===== src/sv/arblm_pkg.sv =====
package arblm_pkg;

  // fixed field widths
  localparam int unsigned CFG_W      = 18;
  localparam int unsigned CFG_IDX_W  = 3;
  localparam int unsigned LIT_W      = 4;
  localparam int unsigned COLOR_W    = 8;
  localparam int unsigned QUOT_W     = 8;
  localparam int unsigned OUT_PAD_W  = 3;
  localparam int unsigned OUT_DATA_W = 32;
  localparam int unsigned THR_W      = CFG_W + 1;
  localparam int unsigned HUE_MOD    = 255;

  // reset values of the configuration registers
  localparam logic [CFG_W-1:0]   RST_BASELINE   = 18'd0;
  localparam logic [CFG_W-1:0]   RST_MARGIN     = 18'd120;
  localparam logic               RST_HUE_SRC    = 1'b1;
  localparam logic [COLOR_W-1:0] RST_FIXED_HUE  = 8'd250;
  localparam logic [COLOR_W-1:0] RST_SATURATION = 8'd220;
  localparam logic [COLOR_W-1:0] RST_BRIGHTNESS = 8'd60;

  typedef enum logic [CFG_IDX_W-1:0] {
    CFG_BASELINE   = 3'd0,
    CFG_MARGIN     = 3'd1,
    CFG_HUE_SRC    = 3'd2,
    CFG_FIXED_HUE  = 3'd3,
    CFG_SATURATION = 3'd4,
    CFG_BRIGHTNESS = 3'd5
  } cfg_idx_e;

  typedef struct packed {
    logic [CFG_W-1:0]   baseline;
    logic [CFG_W-1:0]   margin;
    logic               hue_from_sample;
    logic [COLOR_W-1:0] fixed_hue;
    logic [COLOR_W-1:0] saturation;
    logic [COLOR_W-1:0] brightness;
  } cfg_t;

  typedef enum logic [2:0] {
    ST_IDLE,
    ST_SCAN,
    ST_DRAIN,
    ST_MUL,
    ST_DIV_LD,
    ST_DIV,
    ST_DONE
  } ctrl_state_e;

  typedef struct packed {
    logic load;
    logic scan_rd;
    logic mul;
    logic div_ld;
    logic div_step;
    logic out_load;
  } dp_cmd_t;

  typedef struct packed {
    logic scan_last;
    logic div_last;
    logic out_free;
  } dp_sts_t;

  typedef struct packed {
    logic [COLOR_W-1:0] brightness;
    logic [COLOR_W-1:0] saturation;
    logic [COLOR_W-1:0] hue;
    logic               present;
    logic [LIT_W-1:0]   lit_count;
  } result_t;

endpackage


===== src/sv/arblm_div.sv =====
module arblm_div import arblm_pkg::*; #(
  parameter int unsigned NUM_W = 26,
  parameter int unsigned DEN_W = 18
) (
  input  logic              clk_i,
  input  logic              rst_ni,
  input  logic              init_i,
  input  logic              step_i,
  input  logic [NUM_W-1:0]  num_i,
  input  logic [DEN_W-1:0]  den_i,
  output logic [QUOT_W-1:0] quot_o,
  output logic              last_o
);

  localparam int unsigned KW = $clog2(QUOT_W);

  logic [NUM_W-1:0]  rem_q, rem_d;
  logic [DEN_W-1:0]  den_q;
  logic [QUOT_W-1:0] quot_q, quot_d;
  logic [KW-1:0]     k_q, k_d;
  logic [NUM_W-1:0]  shifted;
  logic              fits;

  // restoring division, one quotient bit per step, msb first
  assign shifted = NUM_W'(den_q) << k_q;
  assign fits    = rem_q >= shifted;

  always_comb begin
    rem_d  = rem_q;
    quot_d = quot_q;
    k_d    = k_q;
    if (init_i) begin
      rem_d  = num_i;
      quot_d = '0;
      k_d    = KW'(QUOT_W - 1);
    end else if (step_i) begin
      if (fits) begin
        rem_d = rem_q - shifted;
      end
      quot_d = {quot_q[QUOT_W-2:0], fits};
      k_d    = k_q - KW'(1);
    end
  end

  always_ff @(posedge clk_i or negedge rst_ni) begin
    if (!rst_ni) begin
      k_q <= '0;
    end else begin
      k_q <= k_d;
    end
  end

  always_ff @(posedge clk_i) begin
    rem_q  <= rem_d;
    quot_q <= quot_d;
    if (init_i) begin
      den_q <= den_i;
    end
  end

  assign quot_o = quot_q;
  assign last_o = k_q == '0;

endmodule


===== src/sv/arblm_datapath.sv =====
module arblm_datapath import arblm_pkg::*; #(
  parameter int unsigned WINDOW_DEPTH = 24,
  parameter int unsigned BAR_LENGTH   = 12,
  parameter int unsigned SAMPLE_BITS  = 18
) (
  input  logic                   clk_i,
  input  logic                   rst_ni,
  input  dp_cmd_t                cmd_i,
  output dp_sts_t                sts_o,
  input  cfg_t                   cfg_i,
  input  logic [SAMPLE_BITS-1:0] sample_i,
  input  logic                   out_ready_i,
  output logic                   out_valid_o,
  output result_t                result_o
);

  localparam int unsigned AW   = $clog2(WINDOW_DEPTH);
  localparam int unsigned FW   = $clog2(WINDOW_DEPTH + 1);
  localparam int unsigned PW   = SAMPLE_BITS + QUOT_W;
  localparam int unsigned TW   = (SAMPLE_BITS > THR_W) ? SAMPLE_BITS : THR_W;
  localparam logic [AW-1:0] LAST_ADDR = AW'(WINDOW_DEPTH - 1);
  localparam logic [FW-1:0] FULL      = FW'(WINDOW_DEPTH);

  function automatic logic [COLOR_W-1:0] mod255(input logic [SAMPLE_BITS-1:0] v);
    logic [31:0] w;
    logic [9:0]  s;
    logic [8:0]  f;
    w = 32'(v);
    // 256 is 1 modulo 255, so bytes fold by plain addition
    s = 10'(w[7:0]) + 10'(w[15:8]) + 10'(w[23:16]) + 10'(w[31:24]);
    f = 9'(s[7:0]) + 9'(s[9:8]);
    if (f >= 9'(HUE_MOD)) begin
      f = f - 9'(HUE_MOD);
    end
    return f[COLOR_W-1:0];
  endfunction

  logic [SAMPLE_BITS-1:0] mem [WINDOW_DEPTH];
  logic [AW-1:0]          wptr_q, scan_q, rd_addr_q;
  logic [FW-1:0]          fill_q;
  logic                   rd_vld_q;
  logic [SAMPLE_BITS-1:0] rd_data_q, entry;
  logic [SAMPLE_BITS-1:0] x_q, lo_q, hi_q, den_q;
  logic [PW-1:0]          prod_q;
  logic                   present_q, flat_q;
  logic [COLOR_W-1:0]     hue_q;
  logic [THR_W-1:0]       thr;
  logic [QUOT_W-1:0]      quot;
  logic                   div_last;
  logic                   out_valid_q;
  result_t                result_q;

  // window ring, one write at accept and one read per scan cycle
  always_ff @(posedge clk_i) begin
    if (cmd_i.load) begin
      mem[wptr_q] <= sample_i;
    end
    if (cmd_i.scan_rd) begin
      rd_data_q <= mem[scan_q];
      rd_addr_q <= scan_q;
    end
  end

  always_ff @(posedge clk_i or negedge rst_ni) begin
    if (!rst_ni) begin
      wptr_q   <= '0;
      fill_q   <= '0;
      scan_q   <= '0;
      rd_vld_q <= 1'b0;
    end else begin
      rd_vld_q <= cmd_i.scan_rd;
      if (cmd_i.load) begin
        wptr_q <= (wptr_q == LAST_ADDR) ? '0 : wptr_q + AW'(1);
        if (fill_q != FULL) begin
          fill_q <= fill_q + FW'(1);
        end
        scan_q <= '0;
      end else if (cmd_i.scan_rd) begin
        scan_q <= scan_q + AW'(1);
      end
    end
  end

  // entries never written read as zero, masked by the fill count
  assign entry = (FW'(rd_addr_q) < fill_q) ? rd_data_q : '0;
  assign thr   = THR_W'(cfg_i.baseline) + THR_W'(cfg_i.margin);

  always_ff @(posedge clk_i) begin
    if (cmd_i.load) begin
      x_q  <= sample_i;
      lo_q <= sample_i;
      hi_q <= sample_i;
    end else if (rd_vld_q) begin
      if (entry < lo_q) begin
        lo_q <= entry;
      end
      if (entry > hi_q) begin
        hi_q <= entry;
      end
    end
    if (cmd_i.mul) begin
      prod_q    <= PW'(x_q - lo_q) * PW'(BAR_LENGTH);
      den_q     <= hi_q - lo_q;
      flat_q    <= hi_q == lo_q;
      present_q <= TW'(x_q) > TW'(thr);
      hue_q     <= cfg_i.hue_from_sample ? mod255(x_q) : cfg_i.fixed_hue;
    end
    if (cmd_i.out_load) begin
      result_q.lit_count  <= (present_q && !flat_q) ? quot[LIT_W-1:0] : '0;
      result_q.present    <= present_q;
      result_q.hue        <= hue_q;
      result_q.saturation <= cfg_i.saturation;
      result_q.brightness <= cfg_i.brightness;
    end
  end

  arblm_div #(
    .NUM_W(PW),
    .DEN_W(SAMPLE_BITS)
  ) u_div (
    .clk_i (clk_i),
    .rst_ni(rst_ni),
    .init_i(cmd_i.div_ld),
    .step_i(cmd_i.div_step),
    .num_i (prod_q),
    .den_i (den_q),
    .quot_o(quot),
    .last_o(div_last)
  );

  always_ff @(posedge clk_i or negedge rst_ni) begin
    if (!rst_ni) begin
      out_valid_q <= 1'b0;
    end else if (cmd_i.out_load) begin
      out_valid_q <= 1'b1;
    end else if (out_ready_i) begin
      out_valid_q <= 1'b0;
    end
  end

  assign sts_o.scan_last = scan_q == LAST_ADDR;
  assign sts_o.div_last  = div_last;
  assign sts_o.out_free  = !out_valid_q || out_ready_i;
  assign out_valid_o     = out_valid_q;
  assign result_o        = result_q;

endmodule


===== src/sv/arblm_ctrl.sv =====
module arblm_ctrl import arblm_pkg::*; (
  input  logic    clk_i,
  input  logic    rst_ni,
  input  logic    in_valid_i,
  output logic    in_ready_o,
  input  dp_sts_t sts_i,
  output dp_cmd_t cmd_o
);

  ctrl_state_e state_q, state_d;

  always_ff @(posedge clk_i or negedge rst_ni) begin
    if (!rst_ni) begin
      state_q <= ST_IDLE;
    end else begin
      state_q <= state_d;
    end
  end

  always_comb begin
    state_d    = state_q;
    cmd_o      = '0;
    in_ready_o = 1'b0;
    case (state_q)
      ST_IDLE: begin
        in_ready_o = 1'b1;
        if (in_valid_i) begin
          cmd_o.load = 1'b1;
          state_d    = ST_SCAN;
        end
      end
      ST_SCAN: begin
        cmd_o.scan_rd = 1'b1;
        if (sts_i.scan_last) begin
          state_d = ST_DRAIN;
        end
      end
      ST_DRAIN: begin
        // last read word merges into min and max
        state_d = ST_MUL;
      end
      ST_MUL: begin
        cmd_o.mul = 1'b1;
        state_d   = ST_DIV_LD;
      end
      ST_DIV_LD: begin
        cmd_o.div_ld = 1'b1;
        state_d      = ST_DIV;
      end
      ST_DIV: begin
        cmd_o.div_step = 1'b1;
        if (sts_i.div_last) begin
          state_d = ST_DONE;
        end
      end
      ST_DONE: begin
        if (sts_i.out_free) begin
          cmd_o.out_load = 1'b1;
          state_d        = ST_IDLE;
        end
      end
      default: begin
        state_d = ST_IDLE;
      end
    endcase
  end

endmodule


===== src/sv/auto_ranging_bar_level_meter.sv =====
// auto-ranging bar level meter
// input stream s_axis: one sensor sample per transaction, in the low bits of tdata
// output stream m_axis: one result transaction per sample with segment count,
//   presence flag, hue, saturation and brightness
// config port: cfg_we_i writes register cfg_index_i with cfg_wdata_i,
//   indexes past the last register are ignored; write only while the block is idle
// each sample enters a ring of WINDOW_DEPTH entries; the window minimum and maximum
//   are found by walking the ring through its single read port, one entry a cycle,
//   then (sample - min) * BAR_LENGTH is divided by (max - min) one quotient bit a step
// the next sample is accepted only after the window scan and the 8-step divider for
//   the last one have finished and its result has been loaded into the output register
// reset: window reads as all zero (a fill count masks unwritten ring entries),
//   configuration registers take their reset values, no result is pending
// stall: a finished result waits in the output register while the next sample is
//   accepted and worked on; the controller holds the following result until the
//   output register is taken
module auto_ranging_bar_level_meter import arblm_pkg::*; #(
  parameter int unsigned WINDOW_DEPTH = 24,
  parameter int unsigned BAR_LENGTH   = 12,
  parameter int unsigned SAMPLE_BITS  = 18
) (
  input  logic                                  clk_i,
  input  logic                                  rst_ni,
  // input stream
  input  logic                                  s_axis_tvalid,
  output logic                                  s_axis_tready,
  // fields from bit 0: ir_sample
  input  logic [((SAMPLE_BITS + 7) / 8) * 8-1:0] s_axis_tdata,
  // output stream
  output logic                                  m_axis_tvalid,
  input  logic                                  m_axis_tready,
  // fields from bit 0: lit_count[3:0], present[4], hue[12:5], saturation[20:13],
  // brightness[28:21], zero fill[31:29]
  output logic [OUT_DATA_W-1:0]                 m_axis_tdata,
  // configuration write port
  input  logic                                  cfg_we_i,
  input  logic [CFG_IDX_W-1:0]                  cfg_index_i,
  input  logic [CFG_W-1:0]                      cfg_wdata_i
);

  cfg_t    cfg_q;
  dp_cmd_t cmd;
  dp_sts_t sts;
  result_t result;

  // configuration registers
  always_ff @(posedge clk_i or negedge rst_ni) begin
    if (!rst_ni) begin
      cfg_q.baseline        <= RST_BASELINE;
      cfg_q.margin          <= RST_MARGIN;
      cfg_q.hue_from_sample <= RST_HUE_SRC;
      cfg_q.fixed_hue       <= RST_FIXED_HUE;
      cfg_q.saturation      <= RST_SATURATION;
      cfg_q.brightness      <= RST_BRIGHTNESS;
    end else if (cfg_we_i) begin
      case (cfg_idx_e'(cfg_index_i))
        CFG_BASELINE:   cfg_q.baseline        <= cfg_wdata_i;
        CFG_MARGIN:     cfg_q.margin          <= cfg_wdata_i;
        CFG_HUE_SRC:    cfg_q.hue_from_sample <= cfg_wdata_i[0];
        CFG_FIXED_HUE:  cfg_q.fixed_hue       <= cfg_wdata_i[COLOR_W-1:0];
        CFG_SATURATION: cfg_q.saturation      <= cfg_wdata_i[COLOR_W-1:0];
        CFG_BRIGHTNESS: cfg_q.brightness      <= cfg_wdata_i[COLOR_W-1:0];
        default: ;
      endcase
    end
  end

  // sequencer: accept, scan, multiply, divide, hand off
  arblm_ctrl u_ctrl (
    .clk_i     (clk_i),
    .rst_ni    (rst_ni),
    .in_valid_i(s_axis_tvalid),
    .in_ready_o(s_axis_tready),
    .sts_i     (sts),
    .cmd_o     (cmd)
  );

  // window ring, min and max, scaling and output register
  arblm_datapath #(
    .WINDOW_DEPTH(WINDOW_DEPTH),
    .BAR_LENGTH  (BAR_LENGTH),
    .SAMPLE_BITS (SAMPLE_BITS)
  ) u_datapath (
    .clk_i      (clk_i),
    .rst_ni     (rst_ni),
    .cmd_i      (cmd),
    .sts_o      (sts),
    .cfg_i      (cfg_q),
    .sample_i   (s_axis_tdata[SAMPLE_BITS-1:0]),
    .out_ready_i(m_axis_tready),
    .out_valid_o(m_axis_tvalid),
    .result_o   (result)
  );

  // result fields packed from the low end
  assign m_axis_tdata = {{OUT_PAD_W{1'b0}}, result.brightness, result.saturation,
                         result.hue, result.present, result.lit_count};

endmodule


===== config.mk =====
export PLATFORM = sky130hd
export DESIGN_NAME = auto_ranging_bar_level_meter
export DESIGN_NICKNAME = d
export VERILOG_FILES = /design/src/sv/arblm_pkg.sv /design/src/sv/arblm_div.sv /design/src/sv/arblm_datapath.sv /design/src/sv/arblm_ctrl.sv /design/src/sv/auto_ranging_bar_level_meter.sv
export SDC_FILE = /design/constraint.sdc
export NUM_CORES = 1
export LEC_CHECK = 0
export BUFFER_PORTS_ARGS = -buffer_cell sky130_fd_sc_hd__buf_2
export CORE_MARGIN = 2
export CORE_UTILIZATION = 27
export DETAILED_ROUTE_END_ITERATION = 7
export GPL_TIMING_DRIVEN = 0
export SLEW_MARGIN = 20
export SYNTH_ARGS = -nofsm -noshare
export SYNTH_HDL_FRONTEND = slang
export SYNTH_SLANG_ARGS = --single-unit
export TNS_END_PERCENT = 30

===== constraint.sdc =====
create_clock -name clk_i -period 6.8 [get_ports clk_i]
set_input_delay 1.02 -clock clk_i [delete_from_list [all_inputs] [get_ports clk_i]]
set_output_delay 1.02 -clock clk_i [all_outputs]
set_load 0.01 [all_outputs]

After elaboration in Yosys (flattened, before gate mapping)

Memory sizes are Yosys's and may differ from the RTL's. A register that Yosys moved wholly into a read port is not among the register bits.
Index checks and enable logic that the tools add are counted.

$add $sub $neg: 12
Multiply operators: 1
Order comparisons: 6
Equal/unequal tests: 19
Shift-type cells: 1
Mux-type cells: 35
Reductions and logical operators: 25

Operators with widths:

| cell                                                                  | count |
|---|---|
| 18-bit 2-to-1 mux                                                     | 7 |
| 26-bit 2-to-1 mux                                                     | 3 |
| 26-bit >= comparator                                                  | 1 |
| 26-bit by 2-bit multiplier with 24-bit output (second input constant) | 1 |
| 18-bit by 3-bit << shifter with 26-bit output                         | 1 |
| 26-bit subtractor                                                     | 1 |
| 3-bit case mux with 7 select lines                                    | 1 |
| 2-bit AND reduction                                                   | 10 |
| 18-bit by 18-bit adder with 19-bit output                             | 1 |
| 18-bit by 19-bit > comparator with 1-bit output                       | 1 |
| 18-bit by 18-bit subtractor with 19-bit output                        | 1 |
| 18-bit == test                                                        | 1 |
| 18-bit > comparator                                                   | 1 |
| 18-bit < comparator                                                   | 1 |
| 3-bit 2-to-1 mux                                                      | 6 |
| 18-bit subtractor                                                     | 1 |
| 8-bit 2-to-1 mux                                                      | 2 |
| 5-bit by 1-bit adder with 5-bit output (second input constant)        | 3 |
| 3-bit == test (second input constant)                                 | 5 |
| 5-bit 2-to-1 mux                                                      | 3 |
| 2-bit nonzero test                                                    | 7 |
| 1-bit 2-to-1 mux                                                      | 13 |
| 3-bit by 2-bit == test with 1-bit output (second input constant)      | 4 |
| 10-bit by 2-bit adder with 10-bit output                              | 1 |
| other kinds (16)                                                      | 23 |

Register bits: 272
Memory bits (writable): 432
Bits of input ports: 50
Output and inout port bits: 34
Logic and storage cells: 131
Memories: 1

Memory list:

| name           | words | width | read ports | clocked after memory_dff | write ports | RTL line             | RTL |
|---|---|---|---|---|---|---|---|
| u_datapath.mem | 24    | 18    | 1          | 1                        | 1           | arblm_datapath.sv:38 | `logic [SAMPLE_BITS-1:0] mem [WINDOW_DEPTH];` |

Depth between registers and ports, before layout

Gate-level depths: netlist of the first run.

Depth after elaboration: 6
Gate-level depth with buffers: 20
Mapped depth without buffers: 20

Cells and area by module

A second synthesis of the first run with hierarchy kept.

Cell total of the unflattened synthesis: 2261
Area, all modules: 34466.8 um^2

Modules (own cells, without submodules):

| module                       | times used | cells each | area an instance (um^2) | seq. area each (um^2) |
|---|---|---|---|---|
| arblm_datapath               | 1          | 1647       | 27651.5                 | 18052.3 |
| arblm_div                    | 1          | 456        | 4219.0                  | 1556.5 |
| auto_ranging_bar_level_meter | 1          | 137        | 2376.0                  | 1551.5 |
| arblm_ctrl                   | 1          | 21         | 220.2                   | 75.1 |

Worst setup path before layout of the first run

No wires, ideal clock.

Path kind: register to register
From: register u_datapath.x_q[8]
To: register u_datapath.hue_q[0] (data pin)
Library setup time: 260 ps
Arrival time: 4592 ps
Slack: 1947 ps
Cell stages (with the launch flop): 20
Buffers on the path: 1
Period minus slack after synthesis: 4853 ps
Cells stage by stage: edfxtp_1 > ha_1 > fa_1 > a211o_1 > a311oi_2 > o221ai_2 > nor2_1 > and4_1 > nand2_1 > xor2_1 > ha_1 > fa_1 > buf_4 > a2111oi_2 > o21ai_0 > a32oi_1 > nand3_2 > o31ai_4 > xor2_1 > mux2_4

Longest elaborated chain between the ends: 6

RTL lines:

| element                                                                                   | RTL line                                   | RTL |
|---|---|---|
| from (decl)                                                                               | arblm_datapath.sv:43                       | `logic [SAMPLE_BITS-1:0] x_q, lo_q, hi_q, den_q;` |
| from (signal assigned)                                                                    | arblm_datapath.sv:90                       | `x_q <= sample_i;` |
| 8-bit by 8-bit adder with 9-bit output (*)                                                | arblm_datapath.sv:30                       | `s = 10'(w[7:0]) + 10'(w[15:8]) + 10'(w[23:16]) + 10'(w[31:24]);` |
| 10-bit by 2-bit adder with 10-bit output (*)                                              | arblm_datapath.sv:30                       |  |
| 8-bit by 2-bit adder with 9-bit output (*)                                                | arblm_datapath.sv:31                       | `f = 9'(s[7:0]) + 9'(s[9:8]);` |
| 8-bit subtractor / 9-bit by 8-bit >= comparator with 1-bit output (equally long branches) | arblm_datapath.sv:33, arblm_datapath.sv:32 |  |
| 8-bit 2-to-1 mux (*)                                                                      | arblm_datapath.sv:32                       | `if (f >= 9'(HUE_MOD)) begin` |
| 8-bit 2-to-1 mux (*)                                                                      | arblm_datapath.sv:106                      | `hue_q <= cfg_i.hue_from_sample ? mod255(x_q) : cfg_i.fixed_hue;` |
| to (signal assigned)                                                                      | arblm_datapath.sv:106                      |  |
| to (decl)                                                                                 | arblm_datapath.sv:46                       | `logic [COLOR_W-1:0] hue_q;` |

Mark *: on every way between the ends. The rest lies on a longest branch, timed or not.
A chain may end at the register's enable or synchronous reset.

Worst setup path after layout of the first run

Same ends and word-level chain as after synthesis.

==> metrics.md, run 1 <==
| Metric | Value |
|---|---|
| Outcome | finished clean |
| Die width | 359 um |
| Worst EP required | 7170 ps |
| CTS Hold Bufs | 0 |
| H-tree depth | 3 |
| Commonest non-fill, non-tap cell in the layout | edfxtp_1 |
| Worst hold path class | primary input to async pin |
| RSZ-0062 raised after global routing | no |
| Lkg Pwr | 13.9 nW |
| Root Buffer | clkbuf_16 |
| Min cycle time layout | 5610 ps |
| Synth Register Bits | 719 |
| Crit path kind | register to register |
| Vias in the first global route | 19,373 |
| Commonest cells after routing, fill and taps aside | edfxtp_1, ha_1, mux4_2, a21oi_1, nor2_1 |
| CP max FO | 8 |
| Simple-gate share of the synthesized area | 0.0651 |
| Via Count | 19,149 |
| Mapped Area | 33,900 um^2 |
| Largest family of logic cells by synthesized area | multiplexers |
| GR Layer Usage met1 | 0.162 |
| Die area | 129,000 um^2 |
| R2R depth | 18 |
| CTS tree | built |
| WL final | 77,300 um |
| Post-Synth Adder-Cell Area | 0.0692 |
| Proportion of layout cells with a drive suffix above 1 | 0.212 |
| Worst-skew pair later-pin latency | 630 ps |
| Yosys cell types | 80 |
| Post-DP HPWL | 53,900 um |
| CP Launch Point | u_datapath.x_q[8] |
| Top Ports | 84 |
| Largest net degree at the start of global routing | 64 |
| Initial antenna violation count | 5 |
| Crit path launch type | register |
| Number of synthesized flops with an enable pin | 631 |
| Nets | 2,638 |
| IO buf count | 73 |
| Register area share after synthesis | 0.623 |
| Max-cap viol count | 0 |
| R2R Path Start | u_datapath.x_q[8] |
| Area delta synth->final | 16.3% |
| Final Hold Vio Count | 0 |
| Sink Count | 719 |
| Routed Antenna Nets | 0 |
| Compound-Gate Fraction of Synth Area | 0.0689 |
| Initial DRC Count | 1,355 |
| YS warnings | 0 |
| R2R setup slack | 1190 ps |
| Mapped Cells | 2,228 |
| Fin Setup TNS | 0 ps |
| Synthesized area per cell | 15.2 um^2 |
| Final critical-path share of the clock period | 0.826 |
| Grt ovf | 0 |
| Placeable Area | 125,000 um^2 |
| Die height | 359 um |
| CTS buffer count | 76 |
| Placer Congestion | 0.840 |
| Worst R2R End | u_datapath.hue_q[0] |
| Fmax | 178 MHz |
| Row count | 130 |
| DR vias/cell | 4.65 |
| Critical Path End Type | register |
| DRC viols | 0 |
| Ys async rst share | 0.117 |
| Max Slew Vio Count | 0 |
| Clock transition at the registers of the reported paths | 60 ps |
| Starting density of the core | 0.271 |
| CTS Buffer Depth | 3 |
| Mux contribution to synthesized area | 0.128 |
| Synth Area in XOR/XNOR | 0.0261 |
| Slew margin rel. | 0.343 |
| First-pass GRT wire length | 118,000 um |
| GR peak layer | met2 |
| WL/cell | 18.8 um |
| 1st-pass router iterations | 5 |
| Clk_skew | 22.1 ps |
| Worst Max-Slew Pin Slew | 985 ps |
| Post CTS Setup Buffer Count | 0 |
| GRT Util Overall | 0.120 |
| Setup violators final | 0 |
| Synth Flop Type | edfxtp_1 |
| Grt met3 use | 0.0214 |
| Data arrival, critical path | 5980 ps |
| Met2 usage | 0.198 |
| Peak VDD IR | 0.000222 V |
| Hold_ws | 250 ps |
| PwrDens | 484 nW/um^2 |
| Post-cts sizing count | 0 |
[critical path, stage by stage (launching register included)]
cell,delay [ps]
edfxtp_1,510
ha_1,300
fa_1,450
a211o_1,330
a311oi_2,320
o221ai_2,250
nor2_1,190
and4_1,230
nor3b_1,410
ha_1,310
a21oi_1,460
or3_1,210
nand3b_1,110
a31oi_1,140
xnor2_1,290
nand3_2,180
o31ai_4,290
xor2_1,100
mux2_4,270
[power by group]
group	internal [mW]	switching (mW)
Sequential	5.90	0.279
Clock	2.39	1.78
Combinational	3.81	4.93
[metal layers]
metal,up-vias,share of wire
li1,9048,-
met1,9575,0.45
met2,406,0.48
met3,118,0.048
met4,2,0.023
met5,-,0.00017
[flip-flops by register name (all words and copies together), names as in the netlist, 3 cells and up]
| name | flops |
|---|---|
| u_datapath.mem | 432 |
| cfg_q | 61 |
| u_datapath.result_o | 29 |
| u_datapath.u_div.rem_q | 26 |
| u_datapath.prod_q | 21 |
| u_datapath.den_q | 18 |
| u_datapath.hi_q | 18 |
| u_datapath.lo_q | 18 |
| u_datapath.rd_data_q | 18 |
| u_datapath.u_div.den_q | 18 |
| u_datapath.x_q | 18 |
| u_datapath.hue_q | 8 |
| u_datapath.fill_q | 5 |
| u_datapath.rd_addr_q | 5 |
| u_datapath.scan_q | 5 |
| u_datapath.wptr_q | 5 |
| u_datapath.u_div.quot_o | 4 |
| u_ctrl.state_q | 3 |
| u_datapath.u_div.k_q | 3 |
[cell type report]
cell class | count | area (um^2)
repair buffers | 97 | 759
well taps | 1650 | 2060
plain buffers | 71 | 305
inverters | 93 | 349
fillers | 12288 | 85800
clock inverters | 43 | 444
clock buffers | 98 | 2060
multi-input cells | 1347 | 12300
flip-flops and latches | 719 | 21200
diodes | 1 | 2.50
[cells in the mapped netlist, drive strengths merged, types with 11 or more instances]
cell    number  area [um^2]
dfstp       20          526
mux2i       41          410
and3        15         98.8
nor2b       22          138
or3         17          108
mux4       134         3020
nor2       135          507
nand3       28          145
a21oi      123          616
o211ai      11         82.6
a21o        39          293
nor3        30          150
edfxtp     631        18900
and2        26          163
dfrtp       64         1600
buf         27          135
nand2       92          345
inv         93          349
o21a        16          120
xnor2       70          613
ha         175         2190
o21bai      11         82.6
mux2        82          927
nand2b      16          100
o21ai       67          335
nand4       28          175
a211oi      11         95.1
clkbuf      44          165
xor2        31          272
[through the flow]
step | setup WS (ps) | instances | area, um^2 | utilization | total power [mW]
2_1_floorplan | 1950 | 2230 | 34000 | - | 12.8
3_3_place_gp | 766 | 3953 | 36400 | 0.290 | 14.8
3_5_place_dp | 1230 | 3977 | 37000 | 0.295 | 15.0
4_1_cts | 1200 | 4118 | 39500 | 0.315 | 19.2
5_1_grt | 743 | 4118 | 39500 | 0.315 | 20.5
6_report | 1190 | 4119 | 39500 | 0.315 | 19.1
[worst max-delay path by stage]
| stage | cells past startpoint | to | slack (ps) |
|---|---|---|---|
| 2_1_floorplan | 19 | u_datapath.hue_q[0] | 1950 |
| 3_3_place_gp | 14 | u_datapath.u_div.rem_q[4] | 770 |
| 3_5_place_dp | 14 | u_datapath.u_div.rem_q[4] | 1230 |
| 4_1_cts | 14 | u_datapath.u_div.rem_q[3] | 1200 |
| 5_1_grt | 14 | u_datapath.u_div.rem_q[3] | 740 |
| 6_report | 18 | u_datapath.hue_q[0] | 1190 |
[logic make-up (layout without fill, tap and decap cells)]
logic type | after synthesis | after routing
buffers and inverters | 164 | 402
AOI/OAI and AO/OA | 358 | 358
and+or+nand+nor | 445 | 445
xor gates and xnor gates | 101 | 101
other | 1 | 4
DFF | 719 | 719
adders and majority gates | 183 | 183
muxes | 257 | 257
(Power assumes the default switching activity.)
==> run 2: changes to the inputs <==
==> constraint.sdc (replaced) <==
create_clock -name clk_i -period 4.76 [get_ports clk_i]
set_input_delay 0.714 -clock clk_i [delete_from_list [all_inputs] [get_ports clk_i]]
set_output_delay 0.714 -clock clk_i [all_outputs]
set_load 0.01 [all_outputs]
==> run 2 against run 1 <==
  * The flow now finishes with violations (negative setup slack)
  * Sequential power up 43%
  * Clock power up 40%
  * Register-to-register slack worse by 1500 ps
==> metrics.md, run 2 (synthesis results as in run 1) <==
| Metric | Value |
|---|---|
| Root Buffer | clkbuf_16 (unchanged) |
| Lkg Pwr | 14.1 nW (was 13.9 nW) |
| Crit path kind | register to register (unchanged) |
| Worst Max-Slew Pin Slew | 984 ps (was 985 ps) |
| Slew margin rel. | 0.344 (was 0.343) |
| Data arrival, critical path | 5440 ps (was 5980 ps) |
| Worst-skew pair later-pin latency | 650 ps (was 630 ps) |
| Worst R2R End | u_datapath.hue_q[0] (unchanged) |
| Setup ws final | -308 ps (was 1190 ps) |
| CTS buffer count | 75 (was 76) |
| CP Cell Sequence | ha_4 -> fa_2 -> a211o_1 -> a311oi_4 -> o221ai_4 -> nor2_2 -> and4_4 -> nand2_4 -> xor2_2 -> ha_2 -> fa_2 -> buf_6 -> xnor2_2 -> xnor2_1 -> a22oi_1 -> a32oi_2 -> nand3_2 -> o31ai_4 -> xor2_1 -> mux2_4 (was ha_1 -> fa_1 -> a211o_1 -> a311oi_2 -> o221ai_2 -> nor2_1 -> and4_1 -> nor3b_1 -> ha_1 -> a21oi_1 -> or3_1 -> nand3b_1 -> a31oi_1 -> xnor2_1 -> nand3_2 -> o31ai_4 -> xor2_1 -> mux2_4) |
| CTS tree | built (unchanged) |
| Initial antenna violation count | 7 (was 5) |
| Worst EP required | 5130 ps (was 7170 ps) |
| Failing checks | negative setup slack |
| Vias in the first global route | 19,402 (was 19,373) |
| IO buf count | 73 (unchanged) |
| Commonest non-fill, non-tap cell in the layout | edfxtp_1 (unchanged) |
| Largest register FFs | 432 (unchanged) |
| Post-DP HPWL | 53,400 um (was 53,900 um) |
| Peak VDD IR | 0.000344 V (was 0.000222 V) |
| First-pass GRT wire length | 117,000 um (was 118,000 um) |
| Clock transition at the registers of the reported paths | 60 ps (about the same) |
| Row count | 130 (unchanged) |
| Via Count | 19,295 (was 19,149) |
| Post-DP Area | 36,800 um^2 (was 37,000 um^2) |
| Final critical-path share of the clock period | 1.06 (was 0.826) |
| Starting density of the core | 0.271 (unchanged) |
| Fin Setup TNS | -1130 ps (was 0 ps) |
| Max Slew Vio Count | 0 (unchanged) |
| Max-cap viol count | 0 (unchanged) |
| R2R Path Start | u_datapath.x_q[8] (unchanged) |
| Final Hold Vio Count | 0 (unchanged) |
| CP max FO | 5 (was 8) |
| Critical Path End Type | register (unchanged) |
| Antenna cell count | 0 (was 1) |
| Fmax | 197 MHz (was 178 MHz) |
| Area delta synth->final | 17.2% (was 16.3%) |
| Top Ports | 84 (unchanged) |
| Worst hold path class | primary input to register (was primary input to async pin) |
| # fillers | 12,259 (was 12,288) |
| Setup violators final | 8 (was 0) |
| Nets | 2,660 (was 2,638) |
| Routed Antenna Nets | 0 (unchanged) |
| PwrDens | 692 nW/um^2 (was 484 nW/um^2) |
| Die width | 359 um (unchanged) |
| R2R depth | 20 (was 18) |
| Hold Path Origin | cfg_wdata_i[9] |
| CTS Buffer Depth | 3 (unchanged) |
| Placeable Area | 125,000 um^2 (unchanged) |
| Outcome | finished with violations (was finished clean) |
| Crit path launch type | register (unchanged) |
| Sink Count | 719 (unchanged) |
| Most common cell on crit path | fa_2 (was ha_1) |
| Placer Congestion | 0.839 (was 0.840) |
| Commonest cells after routing, fill and taps aside | edfxtp_1, ha_1, mux4_2, a21oi_1, nor2_1 (unchanged) |
| Critical path's slowest cell | edfxtp_1 (unchanged) |
| Hold Path Stages | 2 |
| Biggest register | u_datapath.mem (unchanged) |
| Dpl ws | -822 ps (was 1230 ps) |
| Hold EP | cfg_q[52] |
| Design area | 39,800 um^2 (was 39,500 um^2) |
| Min cycle time layout | 5070 ps (was 5610 ps) |
| WL/cell | 18.5 um (was 18.8 um) |
| 1st-pass router iterations | 5 (unchanged) |
| Initial DRC Count | 1,415 (was 1,355) |
| R2R setup slack | -310 ps (was 1190 ps) |
| Die area | 129,000 um^2 (unchanged) |
| Clk_skew | 32.8 ps (was 22.1 ps) |
| Proportion of layout cells with a drive suffix above 1 | 0.233 (was 0.212) |
| DRC viols | 0 (unchanged) |
| DR vias/cell | 4.67 (was 4.65) |
| Largest net degree at the start of global routing | 64 (unchanged) |
| Die height | 359 um (unchanged) |
| H-tree depth | 3 (unchanged) |
| Grt ovf | 0 (unchanged) |
| WL final | 76,600 um (was 77,300 um) |
| RSZ-0062 raised after global routing | yes (was no) |
| Critical Path Max Stage Delay | 500 ps (was 510 ps) |
| GRT Util Overall | 0.118 (was 0.120) |
==> run 2: how the worst max path moves through the flow <==
stage	slack (ps)	depth (start not counted)	end	start
6_report	-310	20	u_datapath.hue_q[0]	u_datapath.x_q[8]
5_1_grt	-400	20	u_datapath.hue_q[0]	u_datapath.x_q[8]
4_1_cts	-300	18	u_datapath.hue_q[0]	u_datapath.x_q[8]
3_5_place_dp	-820	14	u_datapath.u_div.rem_q[4]	u_datapath.u_div.k_q[0]
3_3_place_gp	-1290	14	u_datapath.u_div.rem_q[4]	u_datapath.u_div.k_q[0]
2_1_floorplan	40	19	u_datapath.hue_q[0]	u_datapath.x_q[8]
==> run 2: timing repair <==
item                       4_1_cts  5_1_grt
gates resized for setup         28       31
hold endpoints to repair        14        0
hold buffers                     1        0
setup buffers                   12       13
pin swaps                       15       27
setup endpoints to repair       74       71
gates cloned                     3        1
==> run 2: cell type report <==
cell class	count	area [um^2]	area share
Sequential cell	719	21200	0.532
Inverter	93	349	0.00877
Clock buffer	94	1980	0.0497
Tap cell	1650	2060	0.0519
Timing Repair Buffer	118	828	0.0208
Clock inverter	42	479	0.0120
Multi-Input combinational cell	1350	12600	0.317
Buffer	70	308	0.00773
==> run 2: power breakdown <==
part / total [mW] / switching, mW / internal, mW
clock network: 5.84 / 2.56 / 3.28
registers: 8.83 / 0.405 / 8.42
logic: 12.9 / 7.25 / 5.62
total: 27.5 / 10.2 / 17.3
==> run 2: per-layer routing <==
metal / share of wire / track usage
met3: 0.044 / 0.0203
met5: 0.00031 / 0
met1: 0.45 / 0.159
met2: 0.48 / 0.196
met4: 0.024 / 0.0305
==> run 2: stage by stage <==
| stage | utilization | hold slack, ps | std cells | power [mW] |
|---|---|---|---|---|
| 3_3_place_gp | 0.291 | 405 | 3953 | 21.2 |
| 3_5_place_dp | 0.294 | 405 | 3971 | 21.5 |
| 2_1_floorplan | - | 400 | 2230 | 18.3 |
| 6_report | 0.318 | 331 | 4136 | 27.5 |
| 4_1_cts | 0.316 | 300 | 4122 | 27.5 |
| 5_1_grt | 0.318 | 302 | 4136 | 29.5 |
==> run 2: critical path, delay by kind of cell, from the launching register on <==
family,cells,cell delay [ps]
AO/OA/AOI/OAI,6,1520
adder cells (fa/ha/maj),4,1140
XOR/XNOR,4,620
AND/OR/NAND/NOR,4,610
flip-flops,1,500
multiplexers,1,260
buffers and inverters,1,150
